--- src/design/saclp_pkg.sv ---
// shared types, constants and codes for the cache tag controller
`timescale 1ns / 1ps
package saclp_pkg;

  localparam int LOG_MAX_SETS_DEF   = 10;
  localparam int LOG_MAX_WAYS_DEF   = 3;
  localparam int STREAM_ENTRIES_DEF = 32;
  localparam int STREAM_DEPTH_DEF   = 4;
  localparam int MAX_PREFETCH_DEF   = 3;

  localparam int ADDR_W     = 32;
  localparam int AGE_W      = 16;
  localparam int CFG_IDX_W  = 3;
  localparam int CFG_DATA_W = 4;

  localparam logic [CFG_IDX_W-1:0] CFG_OFFSET_BITS    = 3'd0;
  localparam logic [CFG_IDX_W-1:0] CFG_WAY_BITS       = 3'd1;
  localparam logic [CFG_IDX_W-1:0] CFG_SET_BITS       = 3'd2;
  localparam logic [CFG_IDX_W-1:0] CFG_WRITE_THROUGH  = 3'd3;
  localparam logic [CFG_IDX_W-1:0] CFG_WRITE_ALLOCATE = 3'd4;
  localparam logic [CFG_IDX_W-1:0] CFG_PREFETCH_MODE  = 3'd5;

  localparam logic [2:0] PF_MODE_STREAM = 3'd4;

  typedef enum logic [2:0] {
    REQ_DEMAND    = 3'd0,
    REQ_WRITEBACK = 3'd1,
    REQ_WTHRU     = 3'd2,
    REQ_FORWARD   = 3'd3,
    REQ_PREFETCH  = 3'd4
  } req_kind_t;

  typedef struct packed {
    logic              mode;
    logic [ADDR_W-1:0] address;
    logic [3:0]        access_bytes;
  } in_item_t;

  typedef struct packed {
    logic              hit;
    logic              has_request;
    logic [2:0]        request_kind;
    logic [ADDR_W-1:0] request_address;
    logic [3:0]        request_bytes;
    logic              last;
  } out_item_t;

  typedef enum logic [3:0] {
    S_CLEAR,
    S_IDLE,
    S_RD_DEM,
    S_LK_DEM,
    S_SCHK,
    S_FILL,
    S_EM_DEM,
    S_PF_NEXT,
    S_RD_PF,
    S_LK_PF,
    S_EM_PF,
    S_RD_TOUCH,
    S_TOUCH,
    S_EM_WT,
    S_EM_FWD,
    S_DONE
  } state_t;

  typedef struct packed {
    logic      accept;
    logic      clr;
    logic      rd;
    logic      sel_pf;
    logic      lookup;
    logic      sop;
    logic      fill;
    logic      fill_touch;
    logic      touch;
    logic      pf_next;
    logic      emit;
    req_kind_t emit_kind;
    logic      flush;
  } cmd_t;

  typedef struct packed {
    logic       clr_done;
    logic       hit;
    logic       wb_need;
    logic       can_emit;
    logic       out_free;
    logic       stream_hit;
    logic       is_read;
    logic       walloc;
    logic       wthru;
    logic [1:0] npf;
  } sts_t;

endpackage

--- src/design/saclp_ctrl.sv ---
// access sequencer state machine
`timescale 1ns / 1ps
module saclp_ctrl (
  input  logic            clk,
  input  logic            rst_n,
  input  logic            in_valid,
  output logic            in_ready,
  input  saclp_pkg::sts_t sts,
  output saclp_pkg::cmd_t cmd
);

  saclp_pkg::state_t state_r, state_nxt;
  logic [1:0] pf_cnt_r, pf_cnt_nxt;
  logic       pf_phase_r, pf_phase_nxt;
  logic       via_r, via_nxt;

  always_ff @(posedge clk) begin
    if (!rst_n) begin
      state_r    <= saclp_pkg::S_CLEAR;
      pf_cnt_r   <= '0;
      pf_phase_r <= 1'b0;
      via_r      <= 1'b0;
    end else begin
      state_r    <= state_nxt;
      pf_cnt_r   <= pf_cnt_nxt;
      pf_phase_r <= pf_phase_nxt;
      via_r      <= via_nxt;
    end
  end

  always_comb begin
    state_nxt     = state_r;
    pf_cnt_nxt    = pf_cnt_r;
    pf_phase_nxt  = pf_phase_r;
    via_nxt       = via_r;
    cmd           = '0;
    cmd.emit_kind = saclp_pkg::REQ_DEMAND;
    in_ready      = 1'b0;
    case (state_r)
      saclp_pkg::S_CLEAR: begin
        cmd.clr = 1'b1;
        if (sts.clr_done) state_nxt = saclp_pkg::S_IDLE;
      end
      saclp_pkg::S_IDLE: begin
        in_ready = 1'b1;
        if (in_valid) begin
          cmd.accept = 1'b1;
          state_nxt  = saclp_pkg::S_RD_DEM;
        end
      end
      saclp_pkg::S_RD_DEM: begin
        cmd.rd    = 1'b1;
        state_nxt = saclp_pkg::S_LK_DEM;
      end
      saclp_pkg::S_LK_DEM: begin
        cmd.lookup   = 1'b1;
        pf_phase_nxt = 1'b0;
        if (!sts.is_read && !sts.hit && !sts.walloc) state_nxt = saclp_pkg::S_EM_FWD;
        else if (sts.hit) state_nxt = saclp_pkg::S_RD_TOUCH;
        else state_nxt = saclp_pkg::S_SCHK;
      end
      saclp_pkg::S_SCHK: begin
        cmd.sop   = 1'b1;
        via_nxt   = sts.stream_hit;
        state_nxt = saclp_pkg::S_FILL;
      end
      saclp_pkg::S_FILL: begin
        cmd.sel_pf = pf_phase_r;
        if (!sts.wb_need || sts.can_emit) begin
          cmd.fill       = 1'b1;
          cmd.fill_touch = pf_phase_r;
          if (sts.wb_need) begin
            cmd.emit      = 1'b1;
            cmd.emit_kind = saclp_pkg::REQ_WRITEBACK;
          end
          if (pf_phase_r) state_nxt = saclp_pkg::S_EM_PF;
          else if (via_r) state_nxt = saclp_pkg::S_RD_TOUCH;
          else state_nxt = saclp_pkg::S_EM_DEM;
        end
      end
      saclp_pkg::S_EM_DEM: begin
        if (sts.can_emit) begin
          cmd.emit      = 1'b1;
          cmd.emit_kind = saclp_pkg::REQ_DEMAND;
          pf_cnt_nxt    = sts.npf;
          state_nxt     = saclp_pkg::S_PF_NEXT;
        end
      end
      saclp_pkg::S_PF_NEXT: begin
        if (pf_cnt_r != 2'd0) begin
          cmd.pf_next = 1'b1;
          pf_cnt_nxt  = pf_cnt_r - 2'd1;
          state_nxt   = saclp_pkg::S_RD_PF;
        end else begin
          state_nxt = saclp_pkg::S_RD_TOUCH;
        end
      end
      saclp_pkg::S_RD_PF: begin
        cmd.rd     = 1'b1;
        cmd.sel_pf = 1'b1;
        state_nxt  = saclp_pkg::S_LK_PF;
      end
      saclp_pkg::S_LK_PF: begin
        cmd.sel_pf = 1'b1;
        if (sts.hit) begin
          state_nxt = saclp_pkg::S_PF_NEXT;
        end else begin
          pf_phase_nxt = 1'b1;
          state_nxt    = saclp_pkg::S_FILL;
        end
      end
      saclp_pkg::S_EM_PF: begin
        if (sts.can_emit) begin
          cmd.emit      = 1'b1;
          cmd.emit_kind = saclp_pkg::REQ_PREFETCH;
          state_nxt     = saclp_pkg::S_PF_NEXT;
        end
      end
      saclp_pkg::S_RD_TOUCH: begin
        cmd.rd    = 1'b1;
        state_nxt = saclp_pkg::S_TOUCH;
      end
      saclp_pkg::S_TOUCH: begin
        cmd.touch = 1'b1;
        if (!sts.is_read && sts.wthru) state_nxt = saclp_pkg::S_EM_WT;
        else state_nxt = saclp_pkg::S_DONE;
      end
      saclp_pkg::S_EM_WT: begin
        if (sts.can_emit) begin
          cmd.emit      = 1'b1;
          cmd.emit_kind = saclp_pkg::REQ_WTHRU;
          state_nxt     = saclp_pkg::S_DONE;
        end
      end
      saclp_pkg::S_EM_FWD: begin
        if (sts.can_emit) begin
          cmd.emit      = 1'b1;
          cmd.emit_kind = saclp_pkg::REQ_FORWARD;
          state_nxt     = saclp_pkg::S_DONE;
        end
      end
      saclp_pkg::S_DONE: begin
        if (sts.out_free) begin
          cmd.flush = 1'b1;
          state_nxt = saclp_pkg::S_IDLE;
        end
      end
      default: state_nxt = saclp_pkg::S_CLEAR;
    endcase
  end

endmodule

--- config.mk ---
export PLATFORM = sky130hd
export DESIGN_NAME = saclp_ctrl
export DESIGN_NICKNAME = d
export VERILOG_FILES = /design/src/design/saclp_pkg.sv /design/src/design/saclp_ctrl.sv
export SDC_FILE = /design/constraint.sdc
export NUM_CORES = 1
export LEC_CHECK = 0
export ABC_CLOCK_PERIOD_IN_PS = 3500
export BUFFER_PORTS_ARGS = -buffer_cell sky130_fd_sc_hd__buf_2
export CORE_MARGIN = 2
export CORE_UTILIZATION = 25
export DETAILED_ROUTE_END_ITERATION = 8
export PLACE_DENSITY = 0.42
export SLEW_MARGIN = 5
export SYNTH_ARGS = -nofsm -noshare
export SYNTH_HDL_FRONTEND = slang
export SYNTH_SLANG_ARGS = --single-unit
--- constraint.sdc ---
create_clock -name clk -period 3.5 [get_ports clk]
set_input_delay 0.35 -clock clk [delete_from_list [all_inputs] [get_ports clk]]
set_output_delay 0.35 -clock clk [all_outputs]
set_load 0.01 [all_outputs]
After elaboration in Yosys (flattened, before gate mapping)
Index checks and enable logic that the tools add are counted.

Add/sub/neg operators: 1. Multipliers: 0. Div/mod/pow operators: 0. $lt $le $gt $ge: 0. Eq/ne operators: 24. Shift-type cells: 0. Multiplexer cells: 41. Bitwise gates (word level): 0. Reductions and logical operators: 19.

Operator list (count): 2-to-1 mux 4 bit (16); case mux 4 bit (14 select lines) (1); equality test 4 bit (second input constant) (8); case mux 4 bit (5 select lines) (1); equality test 4 x 3 -> 1 bit (second input constant) (4); 2-to-1 mux 2 bit (7); inequality test 2 bit (second input constant) (7); 2-to-1 mux 1 bit (13); equality test 4 x 2 -> 1 bit (second input constant) (2); AND reduction 6 bit (1); nonzero test 2 bit (3); OR reduction 2 bit (3); equality test 4 x 1 -> 1 bit (second input constant) (1); logical NOT 1 bit (4); logical NOT 4 bit (1); inequality test 2 x 1 -> 1 bit (second input constant) (2); case mux 1 bit (2 select lines) (2); case mux 2 bit (2 select lines) (1); logical AND 1 bit (3); AND reduction 3 bit (1); OR reduction 3 bit (1); AND reduction 2 bit (1); subtractor 2 x 1 -> 2 bit (second input constant) (1); logical OR 1 bit (1).

Register bits: 8. Latch bits: 0. Memory bits (writable): 0. Memory bits (read-only): 0. Bits of input ports: 14. Output and inout port bits: 16. Logic and storage cells: 89. Memories kept: 0.

Longest topological paths before layout
Gate-level depths: netlist (run 1).

Depth after elaboration: 5. Depth in mapped cells: 7. Depth with buffers taken out: 6.

Least setup slack after synthesis (run 1)
Ideal clock, no wire load.

Path type: reg2out. Start: reg state_r[2]. End: out cmd[14] (netlist bit). Data arrival time: 1.290 ns. Data required time: 3.150 ns. Path slack: 1.860 ns. Cell stages (with the launch flop): 6. Path buffers: 3. Path through: dfxtp_1 > buf_6 > buf_2 > buf_2 > nor3_1 > and2_1.

RTL lines: start, declared (line saclp_ctrl.sv:12) `saclp_pkg::state_t state_r, state_nxt;`; start signal, assigned (line saclp_ctrl.sv:19) `state_r <= saclp_pkg::S_CLEAR;`; start signal, assigned (line saclp_ctrl.sv:24) `state_r <= state_nxt;`; end, declared (line saclp_ctrl.sv:9) `output saclp_pkg::cmd_t cmd`.

==> run summary, run 1 <==
Status: finished clean
Hold Crit Start: sts[5]
CP Data Required Time: 3150 ps
Longest Clk Path Bufs: 2
First-pass DRT Iterations: 4
Mapped Cells: 125
P_int: 220.1 µW
Area contributors post-synth: dfxtp_1 (17%), nor2_1 (5.2%), mux2i_1 (4.3%)
Worst-path clk slew: 50 ps
Sequential element share of the synthesized area: 17.02%
Cells on worst reg2reg path: 4
Ant. Diodes: 0
Hold-critical path depth: 3
Max Cap Violations: 0
Wire per inst: 14.02 µm
Hold EP: via_r
CP max stage delay: 860 ps
Rows: 22
Clock Power Share: 34.4%
RSZ-0062 raised after global routing: false
H-Tree Depth: 1
Slowest-stage cell, CP: dfxtp_1
Worst Setup SP: state_r[3]
Post-cts repair resize count: 0
Post-Syn Nets: 140
Final setup fails: 0
Postcts setup bufs: 0
HPWL Detailed: 1971 µm
CP Class: flop to output port
Insertion delay to the later sink of the worst-skew pair: 240 ps
Worst setup EP type: output port
Post-synth top flop: dfxtp_1
Final setup skew: 9.948 ps
YS warnings: 0
Die Area: 4271 µm²
Crit path cell chain: nor2b_1 -> nand2_1 -> o21ai_0 -> and3_1 -> buf_2
IO Count: 30
Largest net degree at the start of global routing: 32
Placed cell areas: 1082 µm²
Share of cells above drive strength 1: 29.25%
Pwr dens: 303.9 nW/µm²
Worst EP arrival: 2120 ps
Iter 0 DRT Violations: 70
Post-synth EDFFs: 0
Most frequent cells in the layout: buf_2 (29), nor2_1 (13), nand2_1 (10)
Port Buffers: 29
Clock buffers created by TritonCTS: 3
Worst Max-Slew Pin Slew: 962.0 ps
Worst r2r dst: pf_cnt_r[0]
Fin Setup TNS: 0 ps
Worst Path Max Fanout: 25
Async SR Flop Fraction: 0%
Switching power: 121.3 µW
Syn avg cell area: 7.527 µm²
Yosys top cell area share: 17.02%
Vias in the first global route: 844
Initial antenna violation count: 0
Final period util: 70.53%
Commonest non-fill, non-tap cell in the layout: buf_2
CTS tree: done
Grt ovf: 0
Max VDD drop: 122.0 µV
Final slew viol count: 0
Final Hold Viols: 0
Final instance area: 1124 µm²
GPL Wtd Cong: 0.8394
Sequential Power Share: 36.1%
Synth Cell Area: 940.9 µm²
Final antenna-violating net count: 0
# hold bufs at CTS: 0
Initial Util: 25.90%
Cell leakage power: 0.0004802 µW
R2r setup slk: 1440 ps
Crit start category: flop
Synth area leader: dfxtp_1
# DRC: 0
Comb pwr share: 29.5%
Vertical die dimension: 65.35 µm
Routed vias/inst: 5.185
Core footprint: 3633 µm²
P&R area growth vs syn: 19.42%
Switching Fraction: 35.53%
Worst hold-check path type: primary input to flop
Fin nets: 164
Yosys cell types: 48
Global-route wire length before repair: 4160 µm
#FFs+latches synth: 8
Fmax: 405.1 MHz
CTS Root Cell: clkbuf_8
Die X-Extent: 65.35 µm
Via count: 1011
TritonCTS Sinks: 8
Period minus WS final: 2468 ps
GRT Total Usage: 12.85%
Max transition margin: 35.78%
Total Wirelength: 2734 µm
RR Startpoint: state_r[1]
[flip-flops by register name, summed over array words and instances, names as in the netlist]
| name | flops |
|---|---|
| pf_cnt_r | 2 |
| via_r | 1 |
| pf_phase_r | 1 |
| state_r | 4 |
[through the flow]
step | utilization, % | hold WS (ps) | setup WS, ps | instances | total power [µW]
floorplan | - | 448.6 | 1860 | 125 | 196.4
global placement | 29.79 | 465.9 | 1391 | 192 | 223.9
detailed placement | 29.79 | 473.5 | 1328 | 192 | 225.7
CTS | 30.92 | 372.5 | 1072 | 195 | 345.9
global route | 30.92 | 400.8 | 900.2 | 195 | 365.1
finish | 30.92 | 363.4 | 1032 | 195 | 341.4
[layout make-up]
class                   count  area [µm²]
inverters                   8       30.03
flip-flops and latches      8       160.2
well taps                  48       60.06
repair buffers             29       145.1
fillers                   426        2510
multi-input cells          99       686.9
clock buffers               3       41.29
[cell usage after synthesis, drive strengths merged (2+ instances only)]
cell type,number
o211ai,2
nand3,3
o211a,2
nor2b,4
o32ai,2
a311oi,3
o31ai,3
o22ai,2
o21a,2
nor4,2
and3,2
a21oi,4
mux2i,4
nand2,10
and2,3
nand3b,2
dfxtp,8
nor3,5
o21ai,5
nand4b,2
buf,10
a31o,2
or4,2
nor2,14
nand2b,6
inv,8
[worst max-delay path: cells and delay by family (launching register included)]
kind	cells	cell delay, ps
flops	1	860
simple gates	3	770
buf+inv	1	130
compound gates	1	120
[power by group through the flow]
stage / sequential (µW) / clock (µW) / combinational, µW
3_3_place_gp: 124 / 0 / 99.6
2_1_floorplan: 103 / 0 / 93.7
3_5_place_dp: 125 / 0 / 101
5_1_grt: 126 / 127 / 112
4_1_cts: 123 / 121 / 101
6_report: 123 / 117 / 101
[logic make-up after synthesis]
logic type	after synthesis	share of synthesized area, %
compound gates	33	30.59
fa+ha+maj	1	1.330
buf+inv	18	9.973
flops	8	17.02
mux	4	4.255
simple gates	61	36.84
[metal layers]
layer / vias up / track usage, % / routed length, µm
li1: 508 / - / -
met2: 27 / 19.77 / 1257
met5: - / 0 / 0
met4: 0 / 5.469 / 32
met3: 4 / 1.884 / 131
met1: 472 / 17.79 / 1313
[worst max-delay path by stage]
| stage | cells after the start | slack, ps | endpoint |
|---|---|---|---|
| finish | 5 | 1030 | cmd[1] |
| global route | 5 | 900 | cmd[1] |
| CTS | 5 | 1070 | cmd[1] |
| detailed placement | 5 | 1330 | cmd[1] |
| global placement | 5 | 1390 | cmd[1] |
| floorplan | 5 | 1860 | cmd[14] |
No activity file was read; power rests on OpenSTA's default activity.
==> inputs of run 2 (changes only) <==
--- a/config.mk
+++ b/config.mk
@@ -5,7 +5,7 @@
 export SDC_FILE = /design/constraint.sdc
 export NUM_CORES = 1
 export LEC_CHECK = 0
-export ABC_CLOCK_PERIOD_IN_PS = 3500
+export ABC_CLOCK_PERIOD_IN_PS = 2600
 export BUFFER_PORTS_ARGS = -buffer_cell sky130_fd_sc_hd__buf_2
 export CORE_MARGIN = 2
 export CORE_UTILIZATION = 25
==> constraint.sdc (replaced) <==
create_clock -name clk -period 2.6 [get_ports clk]
set_input_delay 0.26 -clock clk [delete_from_list [all_inputs] [get_ports clk]]
set_output_delay 0.26 -clock clk [all_outputs]
set_load 0.01 [all_outputs]
==> run 2 against run 1 <==
Effect of this change:
- die area stayed put
- first-iteration DRC count fell by 40%
- register-to-register slack got worse by 870 ps
- critical path depth shrank 1
- via count increased by 0.99%
- sequential share of layout area down 0.28 points
- non-clock buffer count increased by 3
- critical path type unchanged
==> run summary, run 2 (synthesis results as in run 1) <==
P&R area growth vs syn: 21.81% (was 19.42%)
Core footprint: 3633 µm² (unchanged)
Worst hold-check path type: primary input to flop (unchanged)
Period minus WS final: 2149 ps
Status: finished clean (unchanged)
Crit start category: flop (unchanged)
Initial antenna violation count: 0 (unchanged)
CP Class: flop to output port (unchanged)
# DRC: 0 (unchanged)
RSZ-0062 raised after global routing: false (unchanged)
Final slew viol count: 0 (unchanged)
Worst EP arrival: 1890 ps (was 2120 ps)
Grt ovf: 0 (unchanged)
Port Buffers: 29 (unchanged)
GPL Wtd Cong: 0.7866 (was 0.8394)
Max VDD drop: 135.6 µV (was 122.0 µV)
Largest net degree at the start of global routing: 32 (unchanged)
TritonCTS Sinks: 8 (unchanged)
Global-route wire length before repair: 4312 µm (was 4160 µm)
Clock buffers created by TritonCTS: 3 (unchanged)
Final instance area: 1146 µm² (was 1124 µm²)
Pre-CTS WS: 576.7 ps (was 1328 ps)
Via count: 1021 (was 1011)
# hold bufs at CTS: 0 (unchanged)
Worst Path Max Fanout: 31 (was 25)
Vertical die dimension: 65.35 µm (unchanged)
Cell leakage power: 0.0004961 µW (was 0.0004802 µW)
Fmax: 465.3 MHz
Fillers: 421 (was 426)
First-pass DRT Iterations: 4 (unchanged)
Max Cap Violations: 0 (unchanged)
Ant. Diodes: 0 (unchanged)
Iter 0 DRT Violations: 42 (was 70)
H-Tree Depth: 1 (unchanged)
Cells on worst reg2reg path: 4 (unchanged)
Final antenna-violating net count: 0 (unchanged)
Insertion delay to the later sink of the worst-skew pair: 230 ps (was 240 ps)
Postcts setup bufs: 0 (unchanged)
Finished Layout Cells: 198 (was 195)
Total power: 462.9 µW (was 341.4 µW)
Worst Max-Slew Pin Slew: 959.9 ps (was 962.0 ps)
Reg with most FFs: state_r (unchanged)
Most frequent cells in the layout: buf_2 (29), nor2_1 (13), nand2_1 (10) (unchanged)
Routed vias/inst: 5.157 (was 5.185)
Placed cell areas: 1105 µm² (was 1082 µm²)
M3 GR Usage: 2.911% (was 1.884%)
IO Count: 30 (unchanged)
Final period util: 82.66%
Final setup fails: 0 (unchanged)
Rows: 22 (unchanged)
Fin nets: 167 (was 164)
M2 GR Usage: 19.13% (was 19.77%)
CTS tree: done (unchanged)
Post-cts repair resize count: 0 (unchanged)
Worst setup EP type: output port (unchanged)
Vias in the first global route: 862 (was 844)
Fin Setup TNS: 0 ps (unchanged)
GR peak layer: met2 (unchanged)
Met1 usage: 18.77% (was 17.79%)
Worst-path clk slew: 50 ps (about the same)
GRT Total Usage: 13.01% (was 12.85%)
Wire per inst: 13.55 µm (was 14.02 µm)
Placed cell count: 195 (was 192)
Hold-critical path depth: 3 (unchanged)
Pwr dens: 403.9 nW/µm² (was 303.9 nW/µm²)
Top flop regs: state_r: 4 flops, pf_cnt_r: 2 flops (unchanged)
Initial Util: 25.90% (unchanged)
Share of cells above drive strength 1: 30.67% (was 29.25%)
Die X-Extent: 65.35 µm (unchanged)
Die Area: 4271 µm² (unchanged)
Max transition margin: 35.92% (was 35.78%)
Commonest non-fill, non-tap cell in the layout: buf_2 (unchanged)
Final WS setup: 450.7 ps (was 1032 ps)
Longest Clk Path Bufs: 2 (unchanged)
Final Hold Viols: 0 (unchanged)
Final setup skew: 3.782 ps (was 9.948 ps)
Max reg flops: 4 (unchanged)
CP Data Required Time: 2340 ps (was 3150 ps)
Total Wirelength: 2682 µm (was 2734 µm)
HPWL Detailed: 1981 µm (was 1971 µm)
CTS Root Cell: clkbuf_8 (unchanged)
-- run 2: cell types whose count changed in the layout (fill, tap and decap cells not counted) --
cell / delta
buf_4: +3
-- run 2: worst paths after layout --
kind	to	startpoint	slack, ps
max	cmd[4]	state_r[1]	450
min	via_r	sts[5]	260
max reg2reg	pf_cnt_r[0]	state_r[1]	570
min reg2reg	pf_cnt_r[0]	pf_cnt_r[0]	480
-- run 2: stage by stage --
| step | utilization (%) | hold slack, ps |
|---|---|---|
| after floorplan | - | 391.2 |
| after global placement | 30.41 | 474.6 |
| after detailed placement | 30.41 | 474.8 |
| after CTS | 31.54 | 275.0 |
| after global routing | 31.54 | 277.4 |
| final | 31.54 | 264.8 |
-- run 2: where the power goes --
group,switching (µW),internal [µW]
registers,32.1,129
logic,76.0,70.2
clock network,54.6,101
-- run 2: per-layer routing --
layer  share of wire (%)  routed length [µm]
met2                  45                1195
met3                 5.3                 142
met4                 1.2                  31
met1                  49                1312
met5                   0                   0
-- run 2: layout make-up --
class	instances	area, µm²	area share (%)
well taps	48	60.06	5.240
multi-input cells	99	686.9	59.93
flip-flops and latches	8	160.2	13.97
repair buffers	32	167.7	14.63
clock buffers	3	41.29	3.603
inverters	8	30.03	2.620
-- run 2: worst max-delay path, stage by stage, from the launching register on --
cell and delay [ps]:
dfxtp_1 940, nand2b_1 220, o22ai_1 200, and2_1 160
buf_2 120
